$ cat src/metaball_dither_pixel_shader_core_macros.svh
// Assertion macros for the metaball dither shader core.
// Used by the top level only; compiled to nothing under SYNTHESIS.
`ifndef METABALL_DITHER_PIXEL_SHADER_CORE_MACROS_SVH
`define METABALL_DITHER_PIXEL_SHADER_CORE_MACROS_SVH
`ifndef SYNTHESIS
`define MDPS_ASSERT_IMPLY(label, ante, cons) \
  label: assert property (@(posedge clk) disable iff (!rst_n) (ante) |-> (cons)) \
    else $error("mdps check failed");
`define MDPS_ASSERT_NEXT(label, ante, cons) \
  label: assert property (@(posedge clk) disable iff (!rst_n) (ante) |=> (cons)) \
    else $error("mdps check failed");
`else
`define MDPS_ASSERT_IMPLY(label, ante, cons)
`define MDPS_ASSERT_NEXT(label, ante, cons)
`endif
`endif

$ cat src/mdps_pkg.sv
// Shared types, constants and functions of the metaball dither shader core.
// No dependencies.
package mdps_pkg;

  localparam int SCREEN_WIDTH  = 256;
  localparam int SCREEN_HEIGHT = 256;
  localparam int BLOB_COUNT    = 5;
  localparam int EDGE_MARGIN   = 5;
  localparam int BLOB_IDX_W    = 3;

  localparam int FIELD_W = 28;  // sum of contributions, Q.8
  localparam int QUOT_W  = 25;  // one contribution
  localparam int DEN_W   = 34;  // d2 + 1.0 in Q18.16
  localparam int ROOT_W  = 18;

  localparam logic [16:0] EDGE_LO = 17'(EDGE_MARGIN * 256);
  localparam logic [16:0] EDGE_HI_X =
    17'(((SCREEN_WIDTH - EDGE_MARGIN) * 256 > 65535) ? 65535
        : (SCREEN_WIDTH - EDGE_MARGIN) * 256);
  localparam logic [16:0] EDGE_HI_Y =
    17'(((SCREEN_HEIGHT - EDGE_MARGIN) * 256 > 65535) ? 65535
        : (SCREEN_HEIGHT - EDGE_MARGIN) * 256);

  localparam logic [1:0] CFG_PALETTE  = 2'd0;
  localparam logic [1:0] CFG_STRENGTH = 2'd1;
  localparam logic [1:0] CFG_GAIN     = 2'd2;
  localparam logic [1:0] CFG_PHASE    = 2'd3;

  localparam logic [1:0] CMD_LOAD  = 2'd0;
  localparam logic [1:0] CMD_TICK  = 2'd1;
  localparam logic [1:0] CMD_SHADE = 2'd2;

  // 4x4 Bayer matrix, row-major: index {y[1:0], x[1:0]}
  localparam logic [3:0] BAYER [16] = '{
    4'd0,  4'd8,  4'd2,  4'd10,
    4'd12, 4'd4,  4'd14, 4'd6,
    4'd3,  4'd11, 4'd1,  4'd9,
    4'd15, 4'd7,  4'd13, 4'd5
  };

  typedef enum logic [3:0] {
    ST_IDLE, ST_TICK, ST_DIST, ST_SQ, ST_DEN, ST_DIV, ST_ROOT, ST_ROOT_WAIT,
    ST_MUL, ST_OUT
  } state_t;

  typedef struct packed {
    logic [15:0]       px;
    logic [15:0]       py;
    logic signed [8:0] vx;
    logic signed [8:0] vy;
  } blob_t;

  typedef struct packed {
    logic load;
    logic shift;
  } cell_ctl_t;

  typedef struct packed {
    logic [15:0]       pos;
    logic signed [8:0] vel;
  } axis_t;

  function automatic axis_t move_axis(logic [15:0] pos, logic signed [8:0] vel,
                                      logic [16:0] hi);
    logic signed [17:0] p;
    logic signed [17:0] lo_s;
    logic signed [17:0] hi_s;
    axis_t r;
    p    = $signed({2'b00, pos}) + 18'(vel);
    lo_s = $signed({1'b0, EDGE_LO});
    hi_s = $signed({1'b0, hi});
    r.vel = vel;
    if (p < lo_s || p > hi_s) begin
      r.vel = (vel == -9'sd256) ? 9'sd255 : -vel;
    end
    if (p < lo_s) p = lo_s;
    if (p > hi_s) p = hi_s;
    r.pos = p[15:0];
    return r;
  endfunction

endpackage

$ cat src/mdps_blob_cell.sv
// One blob cell of the rotating blob ring: holds a position and velocity.
// Depends on mdps_pkg.
module mdps_blob_cell import mdps_pkg::*; (
  input  logic      clk,
  input  logic      rst_n,
  input  cell_ctl_t ctl,
  input  blob_t     load_data,
  input  blob_t     from_next,
  output blob_t     blob
);

  blob_t blob_r, blob_nxt;

  always_comb begin
    blob_nxt = blob_r;
    if (ctl.load) begin
      blob_nxt = load_data;
    end else if (ctl.shift) begin
      blob_nxt = from_next;
    end
  end

  always_ff @(posedge clk) begin
    if (!rst_n) begin
      blob_r <= '0;
    end else begin
      blob_r <= blob_nxt;
    end
  end

  assign blob = blob_r;

endmodule

$ cat src/mdps_div.sv
// Restoring divider: (strength << 24) / den, one quotient bit a cycle.
// Depends on mdps_pkg.
module mdps_div import mdps_pkg::*; (
  input  logic              clk,
  input  logic              rst_n,
  input  logic              start,
  input  logic [15:0]       strength,
  input  logic [DEN_W-1:0]  den,
  output logic              done,
  output logic [QUOT_W-1:0] quot
);

  logic              busy_r, busy_nxt;
  logic              done_r, done_nxt;
  logic [4:0]        cnt_r, cnt_nxt;
  logic [DEN_W-1:0]  rem_r, rem_nxt;
  logic [DEN_W-1:0]  den_r, den_nxt;
  logic [QUOT_W-1:0] q_r, q_nxt;
  logic [QUOT_W-1:0] num_r, num_nxt;
  logic [DEN_W:0]    trial;
  logic              ge;

  assign trial = {rem_r, num_r[QUOT_W-1]};
  assign ge    = trial >= {1'b0, den_r};

  always_comb begin
    busy_nxt = busy_r;
    done_nxt = 1'b0;
    cnt_nxt  = cnt_r;
    rem_nxt  = rem_r;
    den_nxt  = den_r;
    q_nxt    = q_r;
    num_nxt  = num_r;
    if (start) begin
      busy_nxt = 1'b1;
      cnt_nxt  = 5'(QUOT_W);
      // dividend bits above the quotient width are strength[15:1]
      rem_nxt  = DEN_W'(strength[15:1]);
      num_nxt  = {strength[0], 24'd0};
      den_nxt  = den;
      q_nxt    = '0;
    end else if (busy_r) begin
      rem_nxt  = ge ? DEN_W'(trial - {1'b0, den_r}) : trial[DEN_W-1:0];
      q_nxt    = {q_r[QUOT_W-2:0], ge};
      num_nxt  = {num_r[QUOT_W-2:0], 1'b0};
      cnt_nxt  = cnt_r - 5'd1;
      if (cnt_r == 5'd1) begin
        busy_nxt = 1'b0;
        done_nxt = 1'b1;
      end
    end
  end

  always_ff @(posedge clk) begin
    if (!rst_n) begin
      busy_r <= 1'b0;
      done_r <= 1'b0;
      cnt_r  <= '0;
    end else begin
      busy_r <= busy_nxt;
      done_r <= done_nxt;
      cnt_r  <= cnt_nxt;
    end
  end

  always_ff @(posedge clk) begin
    rem_r <= rem_nxt;
    den_r <= den_nxt;
    q_r   <= q_nxt;
    num_r <= num_nxt;
  end

  assign done = done_r;
  assign quot = q_r;

endmodule

$ cat src/mdps_sqrt.sv
// Integer square root of (field << 8), two radicand bits a cycle.
// Depends on mdps_pkg.
module mdps_sqrt import mdps_pkg::*; (
  input  logic               clk,
  input  logic               rst_n,
  input  logic               start,
  input  logic [FIELD_W-1:0] field,
  output logic               done,
  output logic [ROOT_W-1:0]  root
);

  logic                  busy_r, busy_nxt;
  logic                  done_r, done_nxt;
  logic [4:0]            cnt_r, cnt_nxt;
  logic [2*ROOT_W-1:0]   v_r, v_nxt;
  logic [ROOT_W+1:0]     rem_r, rem_nxt;
  logic [ROOT_W-1:0]     root_r, root_nxt;
  logic [ROOT_W+2:0]     rem2;
  logic [ROOT_W+1:0]     trial;
  logic                  ge;

  assign rem2  = {rem_r[ROOT_W:0], v_r[2*ROOT_W-1 -: 2]};
  assign trial = {root_r, 2'b01};
  assign ge    = rem2 >= {1'b0, trial};

  always_comb begin
    busy_nxt = busy_r;
    done_nxt = 1'b0;
    cnt_nxt  = cnt_r;
    v_nxt    = v_r;
    rem_nxt  = rem_r;
    root_nxt = root_r;
    if (start) begin
      busy_nxt = 1'b1;
      cnt_nxt  = 5'(ROOT_W);
      v_nxt    = {field, 8'd0};
      rem_nxt  = '0;
      root_nxt = '0;
    end else if (busy_r) begin
      rem_nxt  = ge ? (ROOT_W+2)'(rem2 - {1'b0, trial}) : rem2[ROOT_W+1:0];
      root_nxt = {root_r[ROOT_W-2:0], ge};
      v_nxt    = {v_r[2*ROOT_W-3:0], 2'b00};
      cnt_nxt  = cnt_r - 5'd1;
      if (cnt_r == 5'd1) begin
        busy_nxt = 1'b0;
        done_nxt = 1'b1;
      end
    end
  end

  always_ff @(posedge clk) begin
    if (!rst_n) begin
      busy_r <= 1'b0;
      done_r <= 1'b0;
      cnt_r  <= '0;
    end else begin
      busy_r <= busy_nxt;
      done_r <= done_nxt;
      cnt_r  <= cnt_nxt;
    end
  end

  always_ff @(posedge clk) begin
    v_r    <= v_nxt;
    rem_r  <= rem_nxt;
    root_r <= root_nxt;
  end

  assign done = done_r;
  assign root = root_r;

endmodule

$ cat src/metaball_dither_pixel_shader_core.sv
// Metaball dither pixel shader core: top level with sequencer and blob ring.
// Depends on mdps_pkg, mdps_blob_cell, mdps_div, mdps_sqrt and the macros header.
//
// One item at a time. A load writes its blob cell as it is accepted; a frame
// tick rotates the blobs once around a ring of cells and moves each as it
// leaves the head cell. A shade item walks the ring the same way without
// moving the blobs and runs one restoring divide per blob, then a square
// root, then scales, dithers and registers the result. The result sits in an
// output register; a new item is taken as soon as the sequencer is idle.
`include "metaball_dither_pixel_shader_core_macros.svh"
module metaball_dither_pixel_shader_core import mdps_pkg::*; (
  input  logic        clk,
  input  logic        rst_n,
  input  logic        in_tvalid,
  output logic        in_tready,
  // blob_index[2:0], blob_x[18:3], blob_y[34:19], blob_vx[43:35],
  // blob_vy[52:44], drift_enable[53], pixel_x[61:54], pixel_y[69:62]
  input  logic [71:0] in_tdata,
  input  logic [1:0]  in_tuser,   // command[1:0]
  output logic        out_tvalid,
  input  logic        out_tready,
  output logic [23:0] out_tdata,  // colour_index[7:0], out_x[15:8], out_y[23:16]
  input  logic        cfg_valid,
  output logic        cfg_ready,
  input  logic [1:0]  cfg_index,
  input  logic [63:0] cfg_data
);

  state_t state_r, state_nxt;
  logic [BLOB_IDX_W-1:0] blob_cnt_r, blob_cnt_nxt;

  logic [63:0] palette_r;
  logic [15:0] strength_r;
  logic [9:0]  gain_r;
  logic [15:0] step_r;
  logic [15:0] phase_r, phase_nxt;

  logic [7:0] px_r, px_nxt, py_r, py_nxt;
  logic signed [16:0] dx_r, dx_nxt, dy_r, dy_nxt;
  logic [31:0] sqx_r, sqx_nxt, sqy_r, sqy_nxt;
  logic [DEN_W-1:0] den;
  logic [FIELD_W-1:0] acc_r, acc_nxt;
  logic [18:0] t_r, t_nxt;

  logic        out_valid_r, out_valid_nxt;
  logic [23:0] out_data_r, out_data_nxt;

  logic in_acc;
  logic [1:0] cmd;
  blob_t load_blob;
  logic [BLOB_IDX_W-1:0] load_idx;

  cell_ctl_t ctl [BLOB_COUNT];
  blob_t     cell_out [BLOB_COUNT];
  blob_t     cell_in  [BLOB_COUNT];
  blob_t     moved;
  axis_t     mx, my;
  logic      ring_shift;
  logic      ring_move;
  logic      load_en;

  logic              div_start, div_done;
  logic [QUOT_W-1:0] quot;
  logic              sqrt_start, sqrt_done;
  logic [ROOT_W-1:0] root;

  logic signed [33:0] sq_x_full, sq_y_full;
  logic [27:0]        scaled;
  logic [2:0]         lo_stop, hi_stop, sel;
  logic [15:0]        thr;

  assign in_tready = (state_r == ST_IDLE);
  assign in_acc    = in_tvalid && in_tready;
  assign cmd       = in_tuser;
  assign cfg_ready = 1'b1;

  assign load_idx     = in_tdata[2:0];
  assign load_blob.px = in_tdata[18:3];
  assign load_blob.py = in_tdata[34:19];
  assign load_blob.vx = $signed(in_tdata[43:35]);
  assign load_blob.vy = $signed(in_tdata[52:44]);

  // ring: cell i takes from cell i+1, the last cell from the head
  assign mx = move_axis(cell_out[0].px, cell_out[0].vx, EDGE_HI_X);
  assign my = move_axis(cell_out[0].py, cell_out[0].vy, EDGE_HI_Y);
  always_comb begin
    moved.px = mx.pos;
    moved.vx = mx.vel;
    moved.py = my.pos;
    moved.vy = my.vel;
  end

  genvar gi;
  generate
    for (gi = 0; gi < BLOB_COUNT; gi++) begin : g_ring
      if (gi == BLOB_COUNT - 1) begin : g_tail
        assign cell_in[gi] = ring_move ? moved : cell_out[0];
      end else begin : g_body
        assign cell_in[gi] = cell_out[gi+1];
      end
      assign ctl[gi].load  = load_en && (load_idx == BLOB_IDX_W'(gi));
      assign ctl[gi].shift = ring_shift;
      mdps_blob_cell u_cell (
        .clk       (clk),
        .rst_n     (rst_n),
        .ctl       (ctl[gi]),
        .load_data (load_blob),
        .from_next (cell_in[gi]),
        .blob      (cell_out[gi])
      );
    end
  endgenerate

  // d2 + 1.0, latched by the divider as it starts
  assign den = DEN_W'(sqx_r) + DEN_W'(sqy_r) + DEN_W'(65536);

  mdps_div u_div (
    .clk      (clk),
    .rst_n    (rst_n),
    .start    (div_start),
    .strength (strength_r),
    .den      (den),
    .done     (div_done),
    .quot     (quot)
  );

  mdps_sqrt u_sqrt (
    .clk   (clk),
    .rst_n (rst_n),
    .start (sqrt_start),
    .field (acc_r),
    .done  (sqrt_done),
    .root  (root)
  );

  assign sq_x_full = dx_r * dx_r;
  assign sq_y_full = dy_r * dy_r;
  assign scaled    = root * gain_r;
  assign lo_stop   = t_r[18:16];
  assign hi_stop   = lo_stop + 3'd1;
  assign thr       = {BAYER[{py_r[1:0], px_r[1:0]}], 1'b1, 11'd0};
  assign sel       = (t_r[15:0] > thr) ? hi_stop : lo_stop;

  always_comb begin
    state_nxt     = state_r;
    blob_cnt_nxt  = blob_cnt_r;
    phase_nxt     = phase_r;
    px_nxt        = px_r;
    py_nxt        = py_r;
    dx_nxt        = dx_r;
    dy_nxt        = dy_r;
    sqx_nxt       = sqx_r;
    sqy_nxt       = sqy_r;
    acc_nxt       = acc_r;
    t_nxt         = t_r;
    out_valid_nxt = out_valid_r && !out_tready;
    out_data_nxt  = out_data_r;
    ring_shift    = 1'b0;
    ring_move     = 1'b0;
    load_en       = 1'b0;
    div_start     = 1'b0;
    sqrt_start    = 1'b0;
    case (state_r)
      ST_IDLE: begin
        blob_cnt_nxt = '0;
        if (in_acc) begin
          case (cmd)
            CMD_LOAD: begin
              load_en = (load_idx < BLOB_IDX_W'(BLOB_COUNT));
            end
            CMD_TICK: begin
              if (in_tdata[53]) phase_nxt = phase_r + step_r;
              state_nxt = ST_TICK;
            end
            CMD_SHADE: begin
              px_nxt    = in_tdata[61:54];
              py_nxt    = in_tdata[69:62];
              acc_nxt   = '0;
              state_nxt = ST_DIST;
            end
            default: begin
            end
          endcase
        end
      end
      ST_TICK: begin
        ring_shift = 1'b1;
        ring_move  = 1'b1;
        if (blob_cnt_r == BLOB_IDX_W'(BLOB_COUNT - 1)) begin
          blob_cnt_nxt = '0;
          state_nxt    = ST_IDLE;
        end else begin
          blob_cnt_nxt = blob_cnt_r + 1'b1;
        end
      end
      ST_DIST: begin
        dx_nxt    = $signed({1'b0, px_r, 8'd0}) - $signed({1'b0, cell_out[0].px});
        dy_nxt    = $signed({1'b0, py_r, 8'd0}) - $signed({1'b0, cell_out[0].py});
        state_nxt = ST_SQ;
      end
      ST_SQ: begin
        sqx_nxt   = sq_x_full[31:0];
        sqy_nxt   = sq_y_full[31:0];
        state_nxt = ST_DEN;
      end
      ST_DEN: begin
        div_start = 1'b1;
        state_nxt = ST_DIV;
      end
      ST_DIV: begin
        if (div_done) begin
          acc_nxt    = acc_r + FIELD_W'(quot);
          ring_shift = 1'b1;
          if (blob_cnt_r == BLOB_IDX_W'(BLOB_COUNT - 1)) begin
            blob_cnt_nxt = '0;
            state_nxt    = ST_ROOT;
          end else begin
            blob_cnt_nxt = blob_cnt_r + 1'b1;
            state_nxt    = ST_DIST;
          end
        end
      end
      ST_ROOT: begin
        sqrt_start = 1'b1;
        state_nxt  = ST_ROOT_WAIT;
      end
      ST_ROOT_WAIT: begin
        if (sqrt_done) state_nxt = ST_MUL;
      end
      ST_MUL: begin
        t_nxt     = scaled[18:0] + {phase_r, 3'b000};
        state_nxt = ST_OUT;
      end
      ST_OUT: begin
        if (!out_valid_r || out_tready) begin
          out_valid_nxt = 1'b1;
          out_data_nxt  = {py_r, px_r, palette_r[{sel, 3'b000} +: 8]};
          state_nxt     = ST_IDLE;
        end
      end
      default: begin
        state_nxt = ST_IDLE;
      end
    endcase
  end

  always_ff @(posedge clk) begin
    if (!rst_n) begin
      state_r     <= ST_IDLE;
      blob_cnt_r  <= '0;
      phase_r     <= '0;
      out_valid_r <= 1'b0;
      palette_r   <= '0;
      strength_r  <= 16'd3600;
      gain_r      <= 10'd141;
      step_r      <= 16'd328;
    end else begin
      state_r     <= state_nxt;
      blob_cnt_r  <= blob_cnt_nxt;
      phase_r     <= phase_nxt;
      out_valid_r <= out_valid_nxt;
      if (cfg_valid && cfg_ready) begin
        case (cfg_index)
          CFG_PALETTE:  palette_r  <= cfg_data;
          CFG_STRENGTH: strength_r <= cfg_data[15:0];
          CFG_GAIN:     gain_r     <= cfg_data[9:0];
          CFG_PHASE:    step_r     <= cfg_data[15:0];
          default: begin
          end
        endcase
      end
    end
  end

  always_ff @(posedge clk) begin
    px_r       <= px_nxt;
    py_r       <= py_nxt;
    dx_r       <= dx_nxt;
    dy_r       <= dy_nxt;
    sqx_r      <= sqx_nxt;
    sqy_r      <= sqy_nxt;
    acc_r      <= acc_nxt;
    t_r        <= t_nxt;
    out_data_r <= out_data_nxt;
  end

  assign out_tvalid = out_valid_r;
  assign out_tdata  = out_data_r;

  `MDPS_ASSERT_IMPLY(a_out_from_seq, $rose(out_valid_r), $past(state_r == ST_OUT))
  `MDPS_ASSERT_IMPLY(a_div_done_state, div_done, state_r == ST_DIV)
  `MDPS_ASSERT_IMPLY(a_idle_ring_home, state_r == ST_IDLE, blob_cnt_r == '0)
  `MDPS_ASSERT_NEXT(a_root_follows, state_r == ST_ROOT, state_r == ST_ROOT_WAIT)

endmodule

$ cat config.mk
export PLATFORM = sky130hd
export DESIGN_NAME = metaball_dither_pixel_shader_core
export DESIGN_NICKNAME = d
export VERILOG_FILES = /design/src/mdps_pkg.sv /design/src/mdps_blob_cell.sv /design/src/mdps_div.sv /design/src/mdps_sqrt.sv /design/src/metaball_dither_pixel_shader_core.sv
export VERILOG_INCLUDE_DIRS = /design/src /design/src/src
export SDC_FILE = /design/constraint.sdc
export NUM_CORES = 2
export LEC_CHECK = 0
export BUFFER_PORTS_ARGS = -buffer_cell sky130_fd_sc_hd__buf_2
export CORE_UTILIZATION = 30
export CTS_BUF_LIST = sky130_fd_sc_hd__clkbuf_16
export CTS_CLUSTER_DIAMETER = 60
export CTS_CLUSTER_SIZE = 24
export DETAILED_ROUTE_END_ITERATION = 7
export HOLD_SLACK_MARGIN = 0.12
export PLACE_DENSITY = 0.52
export SLEW_MARGIN = 20
export SYNTH_ARGS = -nofsm -noshare
export SYNTH_HDL_FRONTEND = slang
export SYNTH_HIERARCHICAL = 1
export SYNTH_SLANG_ARGS = --single-unit
$ cat constraint.sdc
create_clock -name clk -period 8.9 [get_ports clk]
set_input_delay 0.445 -clock clk [delete_from_list [all_inputs] [get_ports clk]]
set_output_delay 0.445 -clock clk [all_outputs]
set_load 0.01 [all_outputs]
==> results.md <==
* Outcome: completed
* Tcrit/Tclk final at 0.813
* Sink Count at 736
* GRT Overall Usage at 0.151
* Worst setup EP type: flop
* # setup viols final at 0
* Residual DRC at 0
* Crit path time final at 7230 ps
* Starting density of the core at 0.302
* Area Overhead vs Synth at 11.3%
* CP max stage cell: edfxtp_1
* Hold_ws at 274 ps
* Relative slew margins at 0.274
* Dpl cells at 9349
* Routed wire length at 167000 microns
* CTS tree: done
* Wire length of the first global-routing pass at 269000 microns
* WL/cell at 17.3 microns
* Total stage count of the critical path at 23
* Routed vias at 46.1k
* Critical path arrival at 7670 ps
* Ys flop type: dfxtp_1
* Number of max-cap violations at 0
* Nets at 7905
* Net Sw Power at 4.66 mW
* Die width at 470 microns
* Post-route setup TNS at 0 ps
* Die area at 221000 sq um
* Highest clock rate at 0.138 GHz
* Max IR drop VDD at 0.174 mV
* Syn_area_per_cell at 9.99 sq um
* CTS max path bufs at 3
* Non-filler cells, final at 9641
* Pwr dens at 173 nW/um^2
* Post-Synthesis Cells at 6574
* GPL Wtd Cong at 0.827
* Buf/Inv on CP at 5
* Seq pwr share at 0.310
* Root Buffer: clkbuf_16
* Yosys cell types at 106
* Worst Tran Pin Value at 1090 ps
* Worst Skew at 64.4 ps
* H-tree depth at 3
* RSZ-0062 raised after global routing: no
* Max-slew violation count at 0
* Number of fillers in the final layout at 22.2k
* Clock share of power at 0.285
* Post-DP HPWL at 123000 microns
* Worst Path Max Fanout at 13
* Core ar. at 217000 sq um
* Inserted Clock Buffers at 83
* Power Total at 12.7 mW
* Synth Cell Area at 65700 sq um
* Synth top area cells: fa_1 19%, dfxtp_1 14%, edfxtp_1 12%
* Post-synth top area share at 0.191
* Cell mode on critical path: fa_1
* Post-DRT Antenna Nets at 0
* Min-Delay Path Class: in -> reg
* CP Class: reg -> reg
* Post-CTS setup buffers at 0
* CP top delay family: adder cells
* Post-CTS resize count at 0
* Register area share after synthesis at 0.264
* Number of flops mapped to enable cells by yosys at 261
* Crit path from: dy_r[3]$_DFFE_PP_
* Utilization after layout at 0.337
* CP Launch Type: flop
* Number of global-route vias before repair at 48.1k
* Layout cells sized above 1 at 0.110
* LEAKAGE at 34.4 nW
* Worst-Skew Late Latency at 720 ps
* Drt initial violations at 2534
* Total grt overflow at 0
* R2R cell count at 23
* Biggest cell delay along the critical path at 860 ps
* Ys Warns at 6
* Required time of the critical path at 9340 ps
* Hold-fix buffers, CTS at 132
* Cell taking the most area after synthesis: fa_1
* # rows at 171
* Initial antenna violation count at 24
* Net Sw Frac at 0.368
* P_int at 8.01 mW
* Chip Height at 470 microns
* Buffers on Ports at 168
* Comb pwr share at 0.404
* Post-synth net total at 7767
* R2R Setup Slk at 1670 ps
* R2r endpoint: sqy_r[30]$_DFFE_PP_
* I/O Pins at 172
* Vias per cell at 4.78
* FFs w/ async S/R, synth at 0
* Cell Chain, Critical Path: buf_4 -> inv_1 -> nor2_1 -> ha_1 -> xor2_1 -> fa_1 -> fa_1 -> inv_1 -> fa_1 -> fa_1 -> inv_1 -> fa_1 -> inv_1 -> ha_1 -> a21oi_1 -> o21ai_0 -> a2bb2oi_1 -> o31a_1 -> o22ai_1 -> o41ai_1 -> nor2_1 -> a2111oi_0 -> xnor2_1
* Clock slew seen by the registers of the worst setup and hold paths at 70 ps
* Worst setup path end: sqy_r[30]$_DFFE_PP_
* RR Startpoint: dy_r[3]$_DFFE_PP_
* Hold Fails Final Rpt at 0
* Largest net degree at the start of global routing at 188
* FF+latch count, synth at 736
* Detailed Routing Iterations Pass 1 at 7
layout make-up:
type                    instances  area, sq um  area share
inverters                     913         3430      0.0469
multi-input cells            4627        43400       0.593
diodes                          6         15.0    0.000205
repair buffers                351         2580      0.0353
flip-flops and latches        736        17300       0.237
well taps                    2854         3570      0.0488
clock buffers                  84         2100      0.0287
clock inverters                70          748      0.0102
tightest hold or removal path: stages:
cell,delay (ps)
buf_2,90
a21oi_1,70
nor2_1,140
a31oi_1,100
nor2b_1,90
cells in the final DEF (no fill, tap or decap), types with 190 or more instances in the layout:
cell type    n
dfxtp_1    473
inv_1      921
and2_1     200
ha_1       422
edfxtp_1   261
a21oi_1    190
o211a_1    256
mux2_4     250
fa_1       626
nor2_1     274
nand2_1    633
xnor2_1    205
per-stage QoR:
stage | area (sq um) | setup WS [ps]
6_report | 73100 | 1670
5_1_grt | 73100 | 1130
4_1_cts | 73100 | 1690
3_5_place_dp | 69000 | 1720
3_3_place_gp | 69000 | 1750
2_1_floorplan | 65700 | 2450
cells in the mapped netlist (123+ instances only):
| cell type | n |
|---|---|
| a21oi_1 | 191 |
| and2_1 | 200 |
| clkbuf_1 | 202 |
| dfxtp_1 | 475 |
| edfxtp_1 | 261 |
| fa_1 | 626 |
| ha_1 | 422 |
| inv_1 | 913 |
| mux2_4 | 250 |
| nand2_1 | 633 |
| nand2b_1 | 158 |
| nor2_1 | 278 |
| o211a_1 | 256 |
| o21ai_0 | 123 |
| or2b_1 | 145 |
| xnor2_1 | 206 |
power groups by stage:
| stage | logic, mW | clock network, mW | registers (mW) |
|---|---|---|---|
| finish | 5.13 | 3.62 | 3.93 |
| floorplan | 4.13 | 0 | 3.94 |
| CTS | 5.19 | 3.75 | 3.93 |
| global route | 5.83 | 3.86 | 3.95 |
| global placement | 5.04 | 0 | 4.00 |
| detailed placement | 5.10 | 0 | 4.01 |
flip-flops by register name, summed over array words and instances (netlist names), 18 cells and up:
signal,count
acc_r,28
g_ring.u_cell/blob,250
out_tdata,24
palette_r,64
sqx_r,31
sqy_r,31
t_r,19
u_div/den_r,34
u_div/quot,25
u_div/rem_r,34
u_sqrt/rem_r,19
u_sqrt/root,18
u_sqrt/v_r,28
logic make-up after synthesis:
kind of cell / share of synthesized area
buf+inv: 0.0779
simple gates: 0.134
compound gates: 0.133
mux: 0.0814
fa+ha+maj: 0.271
xor+xnor: 0.0384
flops: 0.264
other cells: 0.000114
per-layer routing:
layer	track usage	vias to the layer above	routed length (microns)
met4	0.0319	24	3110
met2	0.250	714	78100
met1	0.207	22908	79100
li1	-	22290	-
met3	0.0222	188	6380
met5	0	-	146
worst min-delay path by stage:
stage,start,endpoint,slack [ps],depth (start not counted)
2_1_floorplan,px_r[2]$_DFFE_PP_,out_tdata[10]$_DFFE_PP_,430,0
3_3_place_gp,palette_r[32]$_SDFFE_PN0P_,palette_r[32]$_SDFFE_PN0P_,450,2
3_5_place_dp,palette_r[2]$_SDFFE_PN0P_,palette_r[2]$_SDFFE_PN0P_,460,2
4_1_cts,in_tvalid,state_r[1]$_SDFFE_PN0P_,220,5
5_1_grt,in_tvalid,state_r[1]$_SDFFE_PN0P_,320,5
6_report,in_tvalid,state_r[1]$_SDFFE_PN0P_,270,5
(Power assumes the default switching activity.)
